<file path="config.mk">
export PLATFORM = sky130hd
export DESIGN_NAME = bcd_digit_entry_controller
export DESIGN_NICKNAME = d
export VERILOG_FILES = /design/src/sv/bde_pkg.sv /design/src/sv/bcd_digit_entry_controller.sv /design/src/sv/bde_phase_unit.sv /design/src/sv/bde_digit_store.sv /design/src/sv/bde_sequencer.sv
export SDC_FILE = /design/constraint.sdc
export NUM_CORES = 1
export LEC_CHECK = 0
export BUFFER_PORTS_ARGS = -buffer_cell sky130_fd_sc_hd__buf_2
export CAP_MARGIN = 20
export CORE_ASPECT_RATIO = 1.25
export CORE_MARGIN = 5
export CORE_UTILIZATION = 45
export DETAILED_ROUTE_END_ITERATION = 7
export GPL_ROUTABILITY_DRIVEN = 0
export GPL_TIMING_DRIVEN = 1
export PLACE_DENSITY_LB_ADDON = 0.1
export SLEW_MARGIN = 40
export SYNTH_ARGS = -nofsm -noshare
export SYNTH_HDL_FRONTEND = slang
export SYNTH_HIERARCHICAL = 1
export SYNTH_SLANG_ARGS = --single-unit
</file>
<file path="constraint.sdc">
create_clock -name i_clk -period 4.9 [get_ports i_clk]
set_clock_uncertainty 0.15 [all_clocks]
set_input_delay 0.98 -clock i_clk [delete_from_list [all_inputs] [get_ports i_clk]]
set_output_delay 0.98 -clock i_clk [all_outputs]
set_load 0.05 [all_outputs]
</file>
<file path="src/sv/bde_pkg.sv">
// Shared widths, field layout, reset defaults and the digit control type of the entry controller.
package bde_pkg;

    localparam int BTN_W   = 6;
    localparam int PH_W    = 13;
    localparam int FREQ_W  = 30;
    localparam int WAVE_W  = 2;
    localparam int CUR_W   = 4;
    localparam int DIG_W   = 4;
    localparam int OUT_W   = 56;

    localparam logic [PH_W-1:0] THR_RESET    = 13'd50;
    localparam int              DEFAULT_FREQ = 10000;

    // Button bits of the event set; the phase event sits above them.
    localparam int EV_LOAD  = 0;
    localparam int EV_LEFT  = 1;
    localparam int EV_RIGHT = 2;
    localparam int EV_UP    = 3;
    localparam int EV_DOWN  = 4;
    localparam int EV_WAVE  = 5;
    localparam int EV_PHASE = 6;
    localparam int EV_W     = 7;

    localparam logic [DIG_W-1:0] DIG_NINE = 4'd9;

    typedef struct packed {
        logic             we;
        logic [DIG_W-1:0] wdata;
    } t_dig_ctrl;

    // Decimal digit of the power-up frequency at a given position.
    function automatic logic [DIG_W-1:0] default_digit(input int pos);
        int f;
        f = DEFAULT_FREQ;
        for (int j = 0; j < pos; j++) begin
            f = f / 10;
        end
        return DIG_W'(f % 10);
    endfunction

endpackage

</file>
<file path="src/sv/bcd_digit_entry_controller.sv">
// Top level of the front-panel digit entry controller with output register.
// Phase-only, load, cursor, waveform and error words go from the event check straight to
// digit-serial binary conversion; up first takes up to DIGITS carry steps, down first up
// to 2*DIGITS scan and borrow steps, all through the single digit store port.
// Throughput: one word at a time; the next word is taken once the sequencer is idle.
// Reset (synchronous, active low) restores the default frequency digits, cursor 0,
// phase 0, waveform 0, threshold 50, and empties the output register.
module bcd_digit_entry_controller #(
    parameter int DIGITS    = 9,
    parameter int ADC_BITS  = 12,
    parameter int MAX_PHASE = 6283,
    localparam int IN_W     = ((bde_pkg::BTN_W + ADC_BITS + 7) / 8) * 8
) (
    input  logic                       i_clk,
    input  logic                       i_rst_n,
    input  logic                       i_cfg_wen,
    input  logic [bde_pkg::PH_W-1:0]   i_cfg_wdata,
    input  logic                       i_s_tvalid,
    output logic                       o_s_tready,
    // tdata: button_mask, adc_sample, zero fill
    input  logic [IN_W-1:0]            i_s_tdata,
    // tuser: adc_valid
    input  logic                       i_s_tuser,
    output logic                       o_m_tvalid,
    input  logic                       i_m_tready,
    // tdata: load_strobe, freq_value, phase_mrad, waveform, cursor, zero fill
    output logic [bde_pkg::OUT_W-1:0]  o_m_tdata,
    // tuser: status
    output logic                       o_m_tuser
);
    import bde_pkg::*;

    localparam int PTR_W = (DIGITS > 1) ? $clog2(DIGITS) : 1;
    localparam int PAY_W = 1 + FREQ_W + PH_W + WAVE_W + CUR_W;

    logic              w_accept;
    logic              w_idle, w_cmp, w_done, w_out_free;
    logic              w_beat;
    logic [PH_W-1:0]   w_np;
    logic [EV_W-1:0]   w_events;
    logic [PTR_W-1:0]  w_ptr;
    t_dig_ctrl         w_ctrl;
    logic [DIG_W-1:0]  w_rdata;
    logic [CUR_W-1:0]  w_cursor;
    logic [WAVE_W-1:0] w_wave;
    logic              w_status, w_strobe;
    logic [FREQ_W-1:0] w_freq;

    logic [PH_W-1:0]   r_thr;
    logic [PH_W-1:0]   r_phase;
    logic [BTN_W-1:0]  r_btn;
    logic              r_adc_valid;
    logic              r_out_valid;
    logic [PAY_W-1:0]  r_out_data;
    logic              r_out_status;

    assign w_accept   = i_s_tvalid && w_idle;
    assign o_s_tready = w_idle;
    assign w_out_free = !r_out_valid || i_m_tready;
    assign w_events   = {r_adc_valid && w_beat, r_btn};

    bde_phase_unit #(
        .ADC_BITS  (ADC_BITS),
        .MAX_PHASE (MAX_PHASE)
    ) u_phase (
        .i_clk    (i_clk),
        .i_load   (w_accept),
        .i_sample (i_s_tdata[BTN_W +: ADC_BITS]),
        .i_phase  (r_phase),
        .i_thr    (r_thr),
        .o_np     (w_np),
        .o_beat   (w_beat)
    );

    bde_digit_store #(
        .DIGITS (DIGITS),
        .PTR_W  (PTR_W)
    ) u_store (
        .i_clk   (i_clk),
        .i_rst_n (i_rst_n),
        .i_ptr   (w_ptr),
        .i_ctrl  (w_ctrl),
        .o_rdata (w_rdata)
    );

    bde_sequencer #(
        .DIGITS (DIGITS),
        .PTR_W  (PTR_W)
    ) u_seq (
        .i_clk      (i_clk),
        .i_rst_n    (i_rst_n),
        .i_start    (w_accept),
        .i_events   (w_events),
        .i_rdata    (w_rdata),
        .i_out_free (w_out_free),
        .o_idle     (w_idle),
        .o_cmp      (w_cmp),
        .o_done     (w_done),
        .o_ptr      (w_ptr),
        .o_ctrl     (w_ctrl),
        .o_cursor   (w_cursor),
        .o_wave     (w_wave),
        .o_status   (w_status),
        .o_strobe   (w_strobe),
        .o_freq     (w_freq)
    );

    always_ff @(posedge i_clk) begin
        if (!i_rst_n) begin
            r_thr       <= THR_RESET;
            r_phase     <= '0;
            r_out_valid <= 1'b0;
        end else begin
            if (i_cfg_wen) begin
                r_thr <= i_cfg_wdata;
            end
            // A phase change beyond the threshold is kept even on an error word.
            if (w_cmp && r_adc_valid && w_beat) begin
                r_phase <= w_np;
            end
            if (w_done) begin
                r_out_valid <= 1'b1;
            end else if (i_m_tready) begin
                r_out_valid <= 1'b0;
            end
        end
    end

    always_ff @(posedge i_clk) begin
        if (w_accept) begin
            r_btn       <= i_s_tdata[BTN_W-1:0];
            r_adc_valid <= i_s_tuser;
        end
        if (w_done) begin
            r_out_status <= w_status;
            r_out_data   <= {w_cursor, w_wave, r_phase, w_freq, w_strobe};
        end
    end

    assign o_m_tvalid = r_out_valid;
    assign o_m_tuser  = r_out_status;
    assign o_m_tdata  = {(OUT_W - PAY_W)'(0), r_out_data};

endmodule

</file>
<file path="src/sv/bde_phase_unit.sv">
// Sample-to-milliradian scaler and threshold comparator for the phase input.
module bde_phase_unit #(
    parameter int ADC_BITS  = 12,
    parameter int MAX_PHASE = 6283
) (
    input  logic                      i_clk,
    input  logic                      i_load,
    input  logic [ADC_BITS-1:0]       i_sample,
    input  logic [bde_pkg::PH_W-1:0]  i_phase,
    input  logic [bde_pkg::PH_W-1:0]  i_thr,
    output logic [bde_pkg::PH_W-1:0]  o_np,
    output logic                      o_beat
);
    import bde_pkg::*;

    localparam int PROD_W = ADC_BITS + PH_W;

    logic [PROD_W-1:0] w_prod;
    logic [PH_W-1:0]   r_np;
    logic [PH_W-1:0]   w_diff;

    assign w_prod = PROD_W'(i_sample) * PROD_W'(MAX_PHASE);

    always_ff @(posedge i_clk) begin
        if (i_load) begin
            r_np <= w_prod[ADC_BITS +: PH_W];
        end
    end

    assign w_diff = (r_np > i_phase) ? (r_np - i_phase) : (i_phase - r_np);
    assign o_beat = w_diff > i_thr;
    assign o_np   = r_np;

endmodule

</file>
<file path="src/sv/bde_digit_store.sv">
// Decimal digit register file with one walking read/write pointer.
module bde_digit_store #(
    parameter int DIGITS = 9,
    parameter int PTR_W  = 4
) (
    input  logic                       i_clk,
    input  logic                       i_rst_n,
    input  logic [PTR_W-1:0]           i_ptr,
    input  bde_pkg::t_dig_ctrl         i_ctrl,
    output logic [bde_pkg::DIG_W-1:0]  o_rdata
);
    import bde_pkg::*;

    logic [DIG_W-1:0] r_dig [DIGITS];

    always_ff @(posedge i_clk) begin
        if (!i_rst_n) begin
            for (int i = 0; i < DIGITS; i++) begin
                r_dig[i] <= default_digit(i);
            end
        end else if (i_ctrl.we) begin
            r_dig[i_ptr] <= i_ctrl.wdata;
        end
    end

    assign o_rdata = r_dig[i_ptr];

endmodule

</file>
<file path="src/sv/bde_sequencer.sv">
// Step sequencer that walks the digits for carry, borrow and binary conversion.
module bde_sequencer #(
    parameter int DIGITS = 9,
    parameter int PTR_W  = 4
) (
    input  logic                       i_clk,
    input  logic                       i_rst_n,
    input  logic                       i_start,
    input  logic [bde_pkg::EV_W-1:0]   i_events,
    input  logic [bde_pkg::DIG_W-1:0]  i_rdata,
    input  logic                       i_out_free,
    output logic                       o_idle,
    output logic                       o_cmp,
    output logic                       o_done,
    output logic [PTR_W-1:0]           o_ptr,
    output bde_pkg::t_dig_ctrl         o_ctrl,
    output logic [bde_pkg::CUR_W-1:0]  o_cursor,
    output logic [bde_pkg::WAVE_W-1:0] o_wave,
    output logic                       o_status,
    output logic                       o_strobe,
    output logic [bde_pkg::FREQ_W-1:0] o_freq
);
    import bde_pkg::*;

    typedef enum logic [6:0] {
        S_IDLE = 7'b0000001,
        S_CMP  = 7'b0000010,
        S_UP   = 7'b0000100,
        S_SCAN = 7'b0001000,
        S_DOWN = 7'b0010000,
        S_CONV = 7'b0100000,
        S_DONE = 7'b1000000
    } t_state;

    localparam logic [PTR_W-1:0] LAST = PTR_W'(DIGITS - 1);

    t_state            r_state, n_state;
    logic [PTR_W-1:0]  r_ptr, n_ptr;
    logic [PTR_W-1:0]  r_stop, n_stop;
    logic [CUR_W-1:0]  r_cursor, n_cursor;
    logic [WAVE_W-1:0] r_wave, n_wave;
    logic              r_status, n_status;
    logic              r_strobe, n_strobe;
    logic [FREQ_W-1:0] r_acc, n_acc;
    t_dig_ctrl         w_ctrl;
    logic              w_multi;
    logic              w_cur_ok;

    assign w_multi  = (i_events & (i_events - EV_W'(1))) != '0;
    assign w_cur_ok = r_cursor < CUR_W'(DIGITS);

    always_comb begin
        n_state  = r_state;
        n_ptr    = r_ptr;
        n_stop   = r_stop;
        n_cursor = r_cursor;
        n_wave   = r_wave;
        n_status = r_status;
        n_strobe = r_strobe;
        n_acc    = r_acc;
        w_ctrl   = '0;
        case (r_state)
            S_IDLE: begin
                if (i_start) begin
                    n_state = S_CMP;
                end
            end
            S_CMP: begin
                n_status = 1'b0;
                n_strobe = 1'b0;
                n_acc    = '0;
                n_state  = S_CONV;
                n_ptr    = LAST;
                if (i_events == '0) begin
                    n_state = S_IDLE;
                end else if (w_multi) begin
                    n_status = 1'b1;
                end else begin
                    if (i_events[EV_LOAD]) begin
                        n_strobe = 1'b1;
                    end
                    if (i_events[EV_LEFT]) begin
                        n_cursor = (r_cursor >= CUR_W'(DIGITS - 1)) ? '0
                                                                    : r_cursor + CUR_W'(1);
                    end
                    if (i_events[EV_RIGHT]) begin
                        n_cursor = (r_cursor == '0) ? CUR_W'(DIGITS - 1)
                                                    : r_cursor - CUR_W'(1);
                    end
                    if (i_events[EV_WAVE]) begin
                        n_wave = r_wave + WAVE_W'(1);
                    end
                    // Up and down walk upward from the cursor digit.
                    if ((i_events[EV_UP] || i_events[EV_DOWN]) && w_cur_ok) begin
                        n_ptr   = r_cursor[PTR_W-1:0];
                        n_state = i_events[EV_UP] ? S_UP : S_SCAN;
                    end
                end
            end
            S_UP: begin
                w_ctrl.we = 1'b1;
                if (i_rdata >= DIG_NINE) begin
                    w_ctrl.wdata = '0;
                    if (r_ptr == LAST) begin
                        n_ptr   = LAST;
                        n_state = S_CONV;
                    end else begin
                        n_ptr = r_ptr + PTR_W'(1);
                    end
                end else begin
                    w_ctrl.wdata = i_rdata + DIG_W'(1);
                    n_ptr        = LAST;
                    n_state      = S_CONV;
                end
            end
            S_SCAN: begin
                // Find the lowest nonzero digit at or above the cursor.
                if (i_rdata != '0) begin
                    n_stop  = r_ptr;
                    n_ptr   = r_cursor[PTR_W-1:0];
                    n_state = S_DOWN;
                end else if (r_ptr == LAST) begin
                    n_ptr   = LAST;
                    n_state = S_CONV;
                end else begin
                    n_ptr = r_ptr + PTR_W'(1);
                end
            end
            S_DOWN: begin
                w_ctrl.we = 1'b1;
                if (r_ptr == r_stop) begin
                    w_ctrl.wdata = i_rdata - DIG_W'(1);
                    n_ptr        = LAST;
                    n_state      = S_CONV;
                end else begin
                    w_ctrl.wdata = DIG_NINE;
                    n_ptr        = r_ptr + PTR_W'(1);
                end
            end
            S_CONV: begin
                // Horner step, most significant digit first; truncation to the
                // field width is exact modulo arithmetic.
                n_acc = (r_acc << 3) + (r_acc << 1) + FREQ_W'(i_rdata);
                if (r_ptr == '0) begin
                    n_state = S_DONE;
                end else begin
                    n_ptr = r_ptr - PTR_W'(1);
                end
            end
            S_DONE: begin
                if (i_out_free) begin
                    n_state = S_IDLE;
                end
            end
            default: begin
                n_state = S_IDLE;
            end
        endcase
    end

    always_ff @(posedge i_clk) begin
        if (!i_rst_n) begin
            r_state  <= S_IDLE;
            r_cursor <= '0;
            r_wave   <= '0;
        end else begin
            r_state  <= n_state;
            r_cursor <= n_cursor;
            r_wave   <= n_wave;
        end
    end

    always_ff @(posedge i_clk) begin
        r_ptr    <= n_ptr;
        r_stop   <= n_stop;
        r_status <= n_status;
        r_strobe <= n_strobe;
        r_acc    <= n_acc;
    end

    assign o_idle   = r_state == S_IDLE;
    assign o_cmp    = r_state == S_CMP;
    assign o_done   = (r_state == S_DONE) && i_out_free;
    assign o_ptr    = r_ptr;
    assign o_ctrl   = w_ctrl;
    assign o_cursor = r_cursor;
    assign o_wave   = r_wave;
    assign o_status = r_status;
    assign o_strobe = r_strobe;
    assign o_freq   = r_acc;

endmodule
</file>
# == After elaboration in Yosys (flattened, before gate mapping) ==
# Memory sizes are Yosys's and may differ from the RTL's. A register that Yosys moved wholly into a read port is not among the register bits.
# Index checks and enable logic that the tools add are counted.
# word_totals
reg_bits,151
ramBits,36
input_bits,43
out_inout_bits,59
mem_count,1
# op_classes
n_addsub,12
multipliers,1
magnitude_cmp,5
eq_ne,14
muxes,42
bitwise_logic,3
n_reduce_logical,25
# memory_table
memory,words,word_bits,rd,rd_ports_with_merged_regs,wr,line,source
u_store.r_dig,9,4,1,1,9,bde_digit_store.sv:14,logic [DIG_W-1:0] r_dig [DIGITS];
# op_table
op,count
$mux 4,18
$mux 7,10
$pmux 30 s2,1
$pmux 7 s7,1
$add 30x30->30,1
$add 30x4->30,1
$gt 13x13->1,2
$sub 13x13->13,2
$mul 12x13->25 const B,1
$pmux 4 s5,1
$mux 13,1
$add 4x1->4 const B,3
$reduce_and 4->1,3
$sub 4x1->4 const B,3
$pmux 5 s2,1
$mux 1,9
$ge 4x4->1 const B,2
$logic_not 4->1,2
$ne 2x1->1 const B,4
$and 7x7->7,1
$eq 7x1->1 const B,1
$eq 7x2->1 const B,1
$eq 7x3->1 const B,1
$eq 7x4->1 const B,1
other kinds (21),31

# == Depth between registers and ports, before layout ==
# logic_depth
word_depth,11
mapped_depth,26

# == By module ==
# Netlist, hierarchy kept.
# modules_own_cells
module,instances,cells_each,area_per_inst_um2
bde_sequencer,1,554,4817.1
bde_phase_unit,1,482,4285.4
bcd_digit_entry_controller,1,171,2865.2
bde_digit_store,1,175,2865.2

# == Worst setup path after synthesis ==
# OpenSTA, ideal clock, no wires.
# synth_path
path_type,input-to-reg
start,in i_s_tdata[16]
end,"reg u_phase.r_np[11], in the netlist u_phase/o_np[11] (data pin)"
arrival_ns,4.869
t_required_ns,4.484
slack_ns,-0.385
path_stages,16
n_path_buf,0
path_cell_list,inv_1 > ha_1 > inv_1 > fa_1 > fa_1 > inv_1 > fa_1 > inv_1 > fa_1 > ha_1 > and3_1 > a221oi_1 > a211oi_1 > nor4_1 > nor3_1 > xor2_1
# synth_via
elab_chain_len,1
# synth_lines
item,line,source
from (decl),bcd_digit_entry_controller.sv:21,"input logic [IN_W-1:0] i_s_tdata,"
$mul 12x13->25,bde_phase_unit.sv:22,assign w_prod = PROD_W'(i_sample) * PROD_W'(MAX_PHASE);
net u_phase.w_prod[23],bde_phase_unit.sv:18,logic [PROD_W-1:0] w_prod;
to (signal assigned),bde_phase_unit.sv:26,r_np <= w_prod[ADC_BITS +: PH_W];
to (decl),bde_phase_unit.sv:19,logic [PH_W-1:0] r_np;
# The timed path passes the listed nets, and every way through them passes these cells.
# A chain may end at the register's enable or synchronous reset.

# == Final worst setup path ==
# layout_path
start,"reg u_phase.r_np[1], in the netlist u_phase/o_np[1]"
end,"reg u_seq.r_ptr[2], in the netlist u_seq/o_ptr[2] (data pin)"
# layout_via
elab_chain_len,10
word_cells_on_any_way,13
classes_between,3 x add/sub; 2 x order compare; 4 x mux; 1 x bitwise; 3 x reduce/logical
# layout_lines
item,line,source
$sub 13x13->13 or $gt 13x13->1 (tied branches),bde_phase_unit.sv:30,assign w_diff = (r_np > i_phase) ? (r_np - i_phase) : (i_phase - r_np);
$mux 13 *,bde_phase_unit.sv:30,
$gt 13x13->1 *,bde_phase_unit.sv:31,assign o_beat = w_diff > i_thr;
net w_beat,bcd_digit_entry_controller.sv:38,logic w_beat;
$logic_and 1x1->1 *,bcd_digit_entry_controller.sv:60,"assign w_events = {r_adc_valid && w_beat, r_btn};"
net w_events[6],bcd_digit_entry_controller.sv:40,logic [EV_W-1:0] w_events;
$sub 7x1->7,bde_sequencer.sv:49,assign w_multi = (i_events & (i_events - EV_W'(1))) != '0;
$and 7x7->7,bde_sequencer.sv:49,
$reduce_bool 7->1,bde_sequencer.sv:49,
$mux 4,bde_sequencer.sv:76,end else if (w_multi) begin
$mux 4 *,bde_sequencer.sv:74,if (i_events == '0) begin
$pmux 4 s5 *,bde_sequencer.sv:62,case (r_state)
net u_seq.n_ptr[2],bde_sequencer.sv:38,"logic [PTR_W-1:0] r_ptr, n_ptr;"
to (signal assigned),bde_sequencer.sv:174,r_ptr <= n_ptr;
to (decl),bde_sequencer.sv:38,
# Mark *: on every way through the listed nets, which the timed path passes. The rest lies on a longest branch.

==> metrics.md <==
| Metric | Value |
|---|---|
| Post-Syn Instances | `between 1000 and 1500` |
| CP Class | `flop to flop` |
| Detailed Route Iter0 Violations | `around 450` |
| Largest net degree at the start of global routing | `roughly 50` |
| Yosys warns | `6` |
| Fin. max-slew vios | `0` |
| Die Footprint | `0.03672 mm2` |
| Clk sinks | `roughly 220` |
| Status | `finished, final reports clean` |
| Final worst path period share | `0.9925` |
| WP buf/inv | `3` |
| Int Pwr | `4.822 mW` |
| GRT Total Usage | `0.1742` |
| Starting Density | `0.4551` |
| Commonest non-fill, non-tap cell in the layout | `ha_1` |
| Critical path arrival | `5.02 ns` |
| Layout cells sized above 1 | `0.2136` |
| Vias | `roughly 10000` |
| Fillcell total | `between 2000 and 3000` |
| Power, Total | `approximately 7.5 mW` |
| Die Y | `213.0 um` |
| Initial antenna violation count | `0` |
| Congestion Overflow GR | `0` |
| Hold Crit Endpoint | `r_out_data[30]$_DFFE_PP_` |
| Detailed Place HPWL | `about 25 mm` |
| Crit-path cells | `buf_4, buf_4, inv_1, fa_2, a21o_2, a21oi_4, o22ai_1, nor2_1, o21bai_1, mux2i_2, xnor2_1, ha_1, and4_1, nand3_2, a21oi_2, nor4_2, a21oi_2, and2_4, nor3b_4, o21ai_2, o41ai_4, nor3b_4, a21o_1, a221o_1` |
| Top_reg_cell synth | `edfxtp_1` |
| Cts hold-fix bufs | `0` |
| Largest cells by area after synthesis | `edfxtp_1 (35%), ha_1 (16%), dfxtp_1 (5.4%)` |
| Syn_area_per_cell | `10.73 um2` |
| Clock tree buffer depth | `3` |
| Worst EP required | `a little over 5 ns` |
| I/O Buffers | `between 80 and 90` |
| Worst Tran Pin Value | `roughly 0.69 ns` |
| Reg power frac | `0.309` |
| H-tree Lvls | `1` |
| # nets final | `roughly 1800` |
| Hold wc startpoint | `u_seq/o_freq[29]$_SDFFCE_PP0P_` |
| Post-route cell area | `between 0.015 and 0.02 mm2` |
| FFs w/ async S/R, synth | `0` |
| Cell taking the most area after synthesis | `edfxtp_1` |
| Setup ws final | `between 0.03 and 0.04 ns` |
| IO Count | `102` |
| Register bit total from synthesis | `~220` |
| Final hold viol count | `0` |
| CP Capture Type | `flop` |
| Total power divided by cell area | `about 430 mW/mm2` |
| WHS | `between 0.2 and 0.3 ns` |
| Placed Instance Area | `0.01656 mm2` |
| Clock Power Share | `0.224` |
| Dpl ws | `-0.3989 ns` |
| Most frequent cells in the layout | `ha_1 (176), edfxtp_1 (175), inv_1 (148)` |
| Post-DR vias/cell | `approximately 5.2` |
| RR Startpoint | `u_phase/o_np[1]$_DFFE_PP_` |
| Hold/Removal Path Class | `flop to flop` |
| N_diodes | `0` |
| EDFF count, synth | `about 180` |
| Leak pwr | `between 7 and 8 nW` |
| Rel. slew slack | `0.5333` |
| First-pass GRT wire length | `between 50 and 60 mm` |
| Critical path's slowest cell | `edfxtp_1` |
| CP top delay family | `compound AO/OA/AOI/OAI gates` |
| Clock Tree Root | `clkbuf_16` |
| Synth Cell Area | `0.01483 mm2` |
| Sw power | `roughly 2.7 mW` |
| CTS buffer count | `24` |
| Reg-to-reg slack, setup | `roughly 0.037 ns` |
| Register area share after synthesis | `0.4083` |
| Max-Cap Viols | `0` |
| Final min period | `~4.9 ns` |
| Startpoint types | `flop` |
| DRT Wirelength | `between 30 and 40 mm` |
| DRT Pass-1 Iters | `5` |
| Reg2reg path depth | `24` |
| Cell variety after synth | `between 80 and 90` |
| Core box area | `~0.033 mm2` |
| Final setup viols | `0` |
| WHS Path Cells | `0` |
| # rows | `between 70 and 80` |
| FF-to-FF End | `u_seq/o_ptr[2]$_DFFE_PP_` |
| Clock transition at the registers of the reported paths | `around 0.06 ns` |
| Vias in the first global route | `between 10000 and 15000` |
| Switching share of power | `0.3592` |
| Avg WL per Cell | `15.98 um` |
| Fmax achieved | `between 200 and 250 MHz` |
| Die width | `172.4 um` |
| RSZ-0062 raised after global routing | `true` |
| Layout Area Growth over Synthesis | `18.73%` |
| Comb pwr share | `0.467` |
| Post-synth top area share | `0.3543` |
| Worst ir drop on vdd | `roughly 0.29 mV` |
| Insertion delay to the later sink of the worst-skew pair | `around 0.55 ns` |
| Crit Path Max Fanout | `5` |
| CTS tree | `built` |
| CP peak stage delay | `0.42 ns` |
| Routed Antenna Nets | `0` |
| # DRC | `0` |
## metal layers
layer	up-vias	global-route usage	wire, um
li1	5318	-	-
met1	4964	0.2318	14160
met2	166	0.2998	15930
met3	48	0.02130	1230
met4	0	0.04881	722
met5	-	0	0
## power by group through the flow
stage / logic (mW) / registers (mW) / clock network (mW)
after detailed placement: 3.29 / 2.35 / 0
after CTS: 3.39 / 2.32 / 1.74
after floorplan: 2.38 / 2.29 / 0
final: 3.51 / 2.32 / 1.69
after global placement: 3.24 / 2.34 / 0
after global routing: 3.96 / 2.34 / 1.83
## area by class of cell
class / instances / area [um2] / area share
clock buffer: 33 / 634.4 / 0.03602
inverter: 150 / 563.0 / 0.03197
tap: 418 / 523.0 / 0.02970
timing repair buffer: 211 / 1398 / 0.07935
sequential: 215 / 6057 / 0.3439
clock inverter: 9 / 98.84 / 0.005612
multi-input combinational: 969 / 8338 / 0.4734
## sequential cells by signal (all words and copies together), names as in the netlist
signal          flops
u_store/r_dig      64
r_out_data         50
u_seq/o_freq       30
r_phase            13
r_thr              13
u_phase/o_np       13
u_seq/r_state       7
r_btn               6
u_seq/o_cursor      4
u_seq/o_ptr         4
u_seq/r_stop        4
u_seq/o_wave        2
o_m_tuser           1
o_m_tvalid          1
r_adc_valid         1
u_seq/o_status      1
u_seq/o_strobe      1
## per-stage QoR
step,TNS [ns],util,std cells
after floorplan,-0.08381,-,1387
after global placement,-4.174,0.5080,1954
after detailed placement,-5.402,0.5080,1954
after CTS,-0.004964,0.5334,1997
after global routing,-1.405,0.5404,2005
final,0,0.5404,2005
## worst max path at each step
stage	start	end	slack (ns)	cells past startpoint
after floorplan	i_s_tdata[16]	u_phase/o_np[11]$_DFFE_PP_	-0.08	16
after global placement	i_s_tdata[17]	u_phase/o_np[11]$_DFFE_PP_	-0.37	17
after detailed placement	i_s_tdata[17]	u_phase/o_np[11]$_DFFE_PP_	-0.40	17
after CTS	u_phase/o_np[0]$_DFFE_PP_	u_seq/o_ptr[3]$_DFFE_PP_	-0.005	22
after global routing	u_phase/o_np[0]$_DFFE_PP_	u_seq/o_ptr[2]$_DFFE_PP_	-0.19	22
final	u_phase/o_np[1]$_DFFE_PP_	u_seq/o_ptr[2]$_DFFE_PP_	0.04	24
## cell usage after synthesis (3+ instances only)
cell type	n
nor2_1	88
nor3_1	31
buf_2	12
o21ai_1	3
fa_1	29
o41ai_1	5
a211oi_1	8
o21ai_0	53
nor3b_1	8
edfxtp_1	175
mux4_2	10
and4_1	4
buf_4	10
buf_1	3
a21o_1	27
mux2i_1	39
a21oi_1	69
buf_6	7
dfxtp_1	40
inv_1	150
nand4b_1	4
nor2b_1	25
xnor2_1	27
or2_2	3
a22oi_1	6
o21a_1	13
nand3_1	27
mux4_1	6
clkbuf_1	19
o21bai_1	7
and2_1	43
ha_1	188
a221oi_1	6
nor4_1	6
and3_1	9
nand2b_1	18
xor2_1	28
o22ai_1	6
nand4_1	17
a31oi_1	4
or3_1	3
a221o_1	3
nand2_1	90
## cell families (layout without fill, tap and decap cells)
logic type / Yosys count / in the layout / share of synthesized area
other: 1 / 6 / 0.0002528
XOR/XNOR: 55 / 55 / 0.03248
buffers and inverters: 203 / 403 / 0.06065
multiplexers: 56 / 56 / 0.05289
AO/OA/AOI/OAI: 242 / 242 / 0.1081
adder cells (fa/ha/maj): 217 / 217 / 0.1977
AND/OR/NAND/NOR: 393 / 393 / 0.1397
flip-flops: 215 / 215 / 0.4083
## repair_timing
action                                  CTS  global route
resized for setup                        16            34
pin swaps                                 7            27
endpoints found under the setup margin   12            15
buffers inserted                          1             9
(Power assumes the default switching activity.)
